$ cat src/hdl/assert_macros.svh
// Assertion macros shared by the RTL files.
`ifndef ASSERT_MACROS_SVH
`define ASSERT_MACROS_SVH
`ifndef SYNTHESIS
`define ASSERT_CLK(label, clk, rst, prop, msg) \
  label: assert property (@(posedge clk) disable iff (rst) prop) else $error(msg);
`define ASSERT_CLK_NR(label, clk, prop, msg) \
  label: assert property (@(posedge clk) prop) else $error(msg);
`else
`define ASSERT_CLK(label, clk, rst, prop, msg)
`define ASSERT_CLK_NR(label, clk, prop, msg)
`endif
`endif

$ cat src/hdl/fsf_pkg.sv
// ----------------------------------------------------------------------------
// fsf_pkg: shared types and constants
// Command codes, register indexes, sequencer states and unit control struct.
// ----------------------------------------------------------------------------
`default_nettype none
package fsf_pkg;
  localparam int MaxFrames = 64;
  localparam int SlotW = $clog2(MaxFrames);

  localparam logic [3:0] CMD_TICK    = 4'd0;
  localparam logic [3:0] CMD_PLAY    = 4'd1;
  localparam logic [3:0] CMD_STOP    = 4'd2;
  localparam logic [3:0] CMD_PAUSE   = 4'd3;
  localparam logic [3:0] CMD_RESUME  = 4'd4;
  localparam logic [3:0] CMD_SPEED   = 4'd5;
  localparam logic [3:0] CMD_OPACITY = 4'd6;
  localparam logic [3:0] CMD_FADEIN  = 4'd7;
  localparam logic [3:0] CMD_FADEOUT = 4'd8;
  localparam logic [3:0] CMD_CLRFADE = 4'd9;
  localparam logic [3:0] CMD_FLIP    = 4'd10;
  localparam logic [3:0] CMD_LOADDUR = 4'd11;

  localparam logic [1:0] REG_FRAME_COUNT = 2'd0;
  localparam logic [1:0] REG_LOOP_ENABLE = 2'd1;
  localparam logic [1:0] REG_END_REWIND  = 2'd2;
  localparam logic [1:0] REG_CLIP_SPEED  = 2'd3;

  typedef struct packed {
    logic [3:0]  cmd;
    logic [15:0] tick_dt;
    logic        restart;
    logic        from_zero;
    logic [15:0] value;
    logic [5:0]  frame_slot;
    logic        flip_h;
    logic        flip_v;
  } in_item_t;

  typedef struct packed {
    logic [5:0] frame_index;
    logic [7:0] alpha;
    logic       visible;
    logic       mirror_h;
    logic       mirror_v;
    logic       playing;
    logic       paused;
    logic       finished;
  } out_item_t;

  typedef struct packed {
    logic [1:0]  index;
    logic [31:0] data;
  } cfg_item_t;

  typedef enum logic [3:0] {
    S_IDLE, S_CMD, S_FADE_MUL, S_FADE_DIV, S_FADE_END, S_RATE, S_SCALE,
    S_ADD, S_SUM, S_STEP, S_MOD, S_ALPHA, S_OUT
  } state_t;

  // Request to the shared divider.
  typedef struct packed {
    logic        start;
    logic [47:0] num;
    logic [31:0] den;
  } div_req_t;

  typedef struct packed {
    logic        done;
    logic        busy;
    logic [47:0] quo;
    logic [31:0] rem;
  } div_rsp_t;
endpackage
`default_nettype wire

$ cat src/hdl/fsf_div.sv
// ----------------------------------------------------------------------------
// fsf_div: shared restoring divider
// Divides a 48-bit numerator by a 32-bit divisor, one quotient bit a cycle.
// ----------------------------------------------------------------------------
`default_nettype none
`include "assert_macros.svh"
module fsf_div (
  input  wire logic            clk,
  input  wire logic            rst,
  input  wire fsf_pkg::div_req_t req,
  output fsf_pkg::div_rsp_t    rsp
);
  logic [47:0] quo;
  logic [32:0] rem;
  logic [31:0] den;
  logic [5:0]  cnt;
  logic        busy;
  logic        done;
  logic [32:0] shifted;
  logic [32:0] diff;

  assign shifted = {rem[31:0], quo[47]};
  assign diff = shifted - {1'b0, den};

  always_ff @(posedge clk) begin
    if (rst) begin
      busy <= 1'b0;
      done <= 1'b0;
      cnt <= '0;
    end else begin
      done <= 1'b0;
      if (req.start) begin
        busy <= 1'b1;
        cnt <= 6'd48;
      end else if (busy) begin
        cnt <= cnt - 6'd1;
        if (cnt == 6'd1) begin
          busy <= 1'b0;
          done <= 1'b1;
        end
      end
    end
  end

  always_ff @(posedge clk) begin
    if (req.start) begin
      quo <= req.num;
      rem <= '0;
      den <= req.den;
    end else if (busy) begin
      if (!diff[32]) begin
        rem <= diff;
        quo <= {quo[46:0], 1'b1};
      end else begin
        rem <= shifted;
        quo <= {quo[46:0], 1'b0};
      end
    end
  end

  assign rsp.done = done;
  assign rsp.busy = busy;
  assign rsp.quo = quo;
  assign rsp.rem = rem[31:0];

  `ASSERT_CLK(a_no_restart, clk, rst, busy |-> !req.start, "divider restarted while busy")
  `ASSERT_CLK(a_done_after_busy, clk, rst, done |-> $past(busy), "done without work")
  `ASSERT_CLK(a_done_idle, clk, rst, done |-> !busy, "done while busy")
endmodule
`default_nettype wire

$ cat config.mk
export PLATFORM = sky130hd
export DESIGN_NAME = fsf_div
export DESIGN_NICKNAME = d
export VERILOG_FILES = /design/src/hdl/fsf_pkg.sv /design/src/hdl/fsf_div.sv
export VERILOG_INCLUDE_DIRS = /design/src /design/src/hdl
export SDC_FILE = /design/constraint.sdc
export NUM_CORES = 1
export LEC_CHECK = 0
export BUFFER_PORTS_ARGS = -buffer_cell sky130_fd_sc_hd__buf_2
export CORE_AREA = 2 2 143 145
export CTS_CLUSTER_SIZE = 24
export DETAILED_ROUTE_END_ITERATION = 12
export DIE_AREA = 0 0 145 147
export GPL_TIMING_DRIVEN = 0
export SYNTH_ARGS = -nofsm -noshare
export SYNTH_HDL_FRONTEND = slang
export SYNTH_SLANG_ARGS = --single-unit
$ cat constraint.sdc
create_clock -name clk -period 3.6 [get_ports clk]
set_input_delay 0.36 -clock clk [delete_from_list [all_inputs] [get_ports clk]]
set_output_delay 0.36 -clock clk [all_outputs]
set_load 0.01 [all_outputs]
Word-level counts from Yosys, hierarchy flattened

Cells that the tools add are included.

Bitwise operators: 1
Equal/unequal tests: 1
Reductions and logical operators: 3
Add/sub/neg operators: 2
Muxes and demuxes: 10

Operators with widths:

| operator                                         | number |
|---|---|
| two-way mux 48 bit                               | 2 |
| subtractor 33 x 32 -> 33 bit                     | 1 |
| two-way mux 32 bit                               | 1 |
| two-way mux 6 bit                                | 2 |
| == test 6 x 1 -> 1 bit, second input constant    | 1 |
| subtractor 6 x 1 -> 6 bit, second input constant | 1 |
| two-way mux 1 bit                                | 5 |
| OR reduction 3 bit                               | 1 |
| nonzero test 2 bit                               | 1 |
| OR reduction 2 bit                               | 1 |
| inverter 1 bit                                   | 1 |

Logic and storage cells: 24
Register bits: 120
Output and inout port bits: 82

Logic depth before layout (Yosys ltp)

Word-level depth: 4
Gate-level depth with buffers: 14
Mapped depth without buffers: 12

Worst setup path before layout

No wires, ideal clock.

Kind: flip-flop to flip-flop
From: register quo[47]
To: register rem[30]
Clock period less this slack: 2.736 ns
Stages on the path, launching flop included: 13
Path buffers: 0
Path slack: 0.864 ns
Data arrival time: 2.645 ns
Cell sequence: edfxtp_1 -> inv_1 -> ha_1 -> fa_1 -> nor2b_1 -> o31a_1 -> a31oi_1 -> a211o_1 -> a32oi_2 -> a311oi_1 -> o21ai_1 -> xnor2_1 -> a311oi_1

Cells in the longest elaborated chain, start to end: 2

Ends and longest elaborated chain:

| item                         | RTL line      | RTL |
|---|---|---|
| start, declared              | fsf_div.sv:13 | `logic [47:0] quo;` |
| start signal, assigned       | fsf_div.sv:47 | `quo <= req.num;` |
| start signal, assigned       | fsf_div.sv:53 | `quo <= {quo[46:0], 1'b1};` |
| start signal, assigned       | fsf_div.sv:56 | `quo <= {quo[46:0], 1'b0};` |
| subtractor 33 x 32 -> 33 bit | fsf_div.sv:23 | `assign diff = shifted - {1'b0, den};` |
| two-way mux 32 bit           | fsf_div.sv:51 | `if (!diff[32]) begin` |
| end signal, assigned         | fsf_div.sv:52 | `rem <= diff;` |
| end signal, assigned         | fsf_div.sv:55 | `rem <= shifted;` |
| end, declared                | fsf_div.sv:14 | `logic [32:0] rem;` |

No other way between the ends.
A chain may end at the register's enable or synchronous reset.

Worst setup path in the final report

From: register quo[47]
To: register rem[19]

Same word-level chain as after synthesis.

==> impl_metrics.env <==
export IMPL_dp_hpwl_um=13900
export IMPL_vias_per_cell=4.99
export IMPL_placementRows=52
export IMPL_numCtsBuffers=17
export IMPL_finalMaxSlewViolations=0
export IMPL_dieArea_sq_um=21300
export IMPL_drtIter0Drc=320
export IMPL_placed_area_sq_um=7950
export IMPL_rsz0062_at_grt="false"
export IMPL_fin_crit_sh_pct=88.7
export IMPL_cpMostUsedCell="a21oi_1"
export IMPL_setup_viol=0
export IMPL_finalHoldViolCount=0
export IMPL_worstPathRequired_ns=3.87
export IMPL_p_leak_nw=3.61
export IMPL_layout_drive_gt1_share_pct=32.7
export IMPL_grt_use_met3_pct=6.96
export IMPL_use_met1_pct=20.8
export IMPL_dp_slack_ns=-0.00120
export IMPL_fin_tns_setup_ns=0
export IMPL_pin_count=165
export IMPL_fillers=1977
export IMPL_wl_per_cell_um=16.3
export IMPL_ant_nets=0
export IMPL_ys_flop_type="edfxtp_1"
export IMPL_status="complete, no violations"
export IMPL_gp_congestion=0.894
export IMPL_cts_resized=0
export IMPL_clk_path_buf_depth=2
export IMPL_irDropWorstVdd_mv=0.333
export IMPL_worst_path_max_fanout=10
export IMPL_period_minus_slack_ns=3.19
export IMPL_cp_start_kind="flop"
export IMPL_grt_usage_pct=17.7
export IMPL_hold_path_class="input port to flop"
export IMPL_worstMarginPinSlew_ns=1.13
export IMPL_fmax_mhz=313
export IMPL_path_clk_slew_ns=0.06
export IMPL_root_buffer="clkbuf_16"
export IMPL_routed_via_count=5644
export IMPL_cp_slowest_cell="fa_1"
export IMPL_seq_area_frac_synth_pct=47.2
export IMPL_power_density_nw_per_um2=525
export IMPL_ys_ff_latch=120
export IMPL_cts_max_level=4
export IMPL_setup_ws_ns=0.405
export IMPL_cp_arrival_ns=3.47
export IMPL_grt_max_degree=49
export IMPL_synthToLayoutAreaGrowth_pct=25.8
export IMPL_fin_area_sq_um=8540
export IMPL_die_x_um=145
export IMPL_synth_edff_count=80
export IMPL_start_util_pct=34.2
export IMPL_ctsHoldBuffers=0
export IMPL_grt_antenna_before_repair=5
export IMPL_netlist_area_sq_um=6790
export IMPL_fin_skew_ns=0.0130
export IMPL_crit_chain="inv_1 -> ha_1 -> fa_1 -> nor2b_1 -> o31a_1 -> o211ai_1 -> a21oi_1 -> o21ai_2 -> xor2_2 -> buf_2 -> nor2_1 -> a21oi_1 -> a211oi_2"
export IMPL_final_cell_mix="buf_2 (171), edfxtp_1 (80), nor2_1 (74)"
export IMPL_cp_slowest_stage_delay_ns=0.40
export IMPL_ys_warn_count=0
export IMPL_clk_latency_ns=0.43
export IMPL_final_common_cell="buf_2"
export IMPL_maxCapViolations=0
export IMPL_cts_tree="done"
export IMPL_grt_pass1_vias=5698
export IMPL_coreArea_sq_um=19800
export IMPL_async_reset_ff_share_pct=0
export IMPL_die_h_um=147
export IMPL_portBuffers=163
export IMPL_drcViolationCount=0
export IMPL_synth_cell_types=58
export IMPL_slew_headroom_pct=24.6
export IMPL_grt_pass1_wl_um=29400
export IMPL_grt_remaining_overflow=0
export IMPL_synthesis_instances=662
export IMPL_clock_sinks=120
export IMPL_wl_um=18400
export IMPL_use_met2_pct=29.2
export IMPL_mappedNetlistNets=780
export IMPL_endpoint_kind="flop"
export IMPL_grt_busiest_layer="met2"
export IMPL_first_pass_iters=5
export IMPL_critical_path_class="flop to flop"
export IMPL_nNetsFinal=962
export IMPL_avgSynthCellArea_sq_um=10.3
export IMPL_cts_setup_buffers=0
-- state kept, by name (all words and copies together), names as in the netlist --
name and flops:
busy 1, cnt 6, den 32, quo 48, done 1, rem 32
-- worst max-delay path: cells and delay by family, from the launching register on --
family          cells  cell delay [ns]
buf+inv             2             0.38
simple gates        2             0.31
compound gates      6             1.09
fa+ha+maj           2             0.62
xor+xnor            1             0.26
flops               1             0.38
-- per-stage QoR --
stage | cells | power [mW] | hold slack [ns] | utilization, %
2_1_floorplan | 662 | 2.45 | 0.459 | -
3_3_place_gp | 1095 | 2.78 | 0.488 | 40.0
3_5_place_dp | 1095 | 2.79 | 0.499 | 40.0
4_1_cts | 1127 | 4.53 | 0.0888 | 43.0
5_1_grt | 1128 | 4.72 | 0.0881 | 43.0
6_report | 1130 | 4.49 | 0.106 | 43.0
-- cells in the mapped netlist (2+ instances only) --
cell type  number  area, sq um
o21a_1          5         37.5
inv_1          46          173
a211oi_1       14          105
nor3_1         12         60.1
o21bai_1        6         45.0
or3_1           3         18.8
buf_2           8         40.0
a21oi_1        58          290
nand3_1         6         30.0
buf_6           3         33.8
nor2_1         74          278
nor3b_1         3         22.5
xnor2_1        23          201
dfxtp_1        40          801
nand4_1         7         43.8
nand3b_1        3         22.5
xor2_1          8         70.1
nand2b_1        6         37.5
o211ai_1        4         30.0
nand2_1        41          154
o21ai_0        17         85.1
and3_1          3         18.8
o22ai_1         3         18.8
a211o_1         3         26.3
clkbuf_1       23         86.3
o31ai_1         3         22.5
edfxtp_1       80         2400
o31a_1          2         17.5
buf_4           2         15.0
a21oi_2         3         26.3
a21o_1          6         45.0
o21ai_1        10         50.1
a211oi_2       12          150
mux2_2         48          541
nor4_1          2         12.5
mux2i_1         6         60.1
nor2b_1         7         43.8
ha_1           34          425
a31oi_1         8         50.1
a311oi_1        2         17.5
-- report_power, final --
group | switching [mW] | internal (mW) | total, mW | leakage [nW]
Clock | 0.700 | 1.03 | 1.73 | 0.282
Sequential | 0.0895 | 1.62 | 1.71 | 1.13
Combinational | 0.608 | 0.440 | 1.05 | 2.20
Total | 1.40 | 3.09 | 4.49 | 3.61
-- layer usage --
metal / part of all wire [%] / vias up / routed length (um)
met2: 47 / 197 / 8690
met3: 8.3 / 35 / 1520
met1: 42 / 2644 / 7800
met5: 0.14 / - / 25
li1: - / 2764 / -
met4: 2.2 / 4 / 403
-- layout make-up --
cell class              instances  area [sq um]  area share (%)
clock buffers                  17           425            4.98
clock inverters                15           163            1.90
plain buffers                  37           179            2.09
diodes                          3          7.51          0.0879
repair buffers                163           816            9.55
flip-flops and latches        120          3200            37.5
well taps                     270           338            3.95
inverters                      47           176            2.07
multi-input cells             458          3230            37.9
-- kinds of logic after synthesis --
kind of cell               synth area share [%]
muxes                                      8.84
adders and majority gates                  6.56
DFF                                        47.2
xor gates and xnor gates                   4.24
buffers and inverters                      5.23
and+or+nand+nor                            11.1
AOI/OAI and AO/OA                          16.9
-- final timing paths --
path / from / endpoint / slack (ns) / cells past startpoint
hold reg to reg: cnt[1]$_SDFFE_PP0P_ / cnt[1]$_SDFFE_PP0P_ / 0.51 / 2
hold / removal: req[30] / den[30]$_DFFE_PP_ / 0.11 / 1
setup reg to reg: quo[47]$_DFFE_PP_ / rem[19]$_SDFFE_PP0P_ / 0.41 / 13
setup / recovery: quo[47]$_DFFE_PP_ / rem[19]$_SDFFE_PP0P_ / 0.41 / 13
Note: power is estimated with default switching activity, not from simulation.
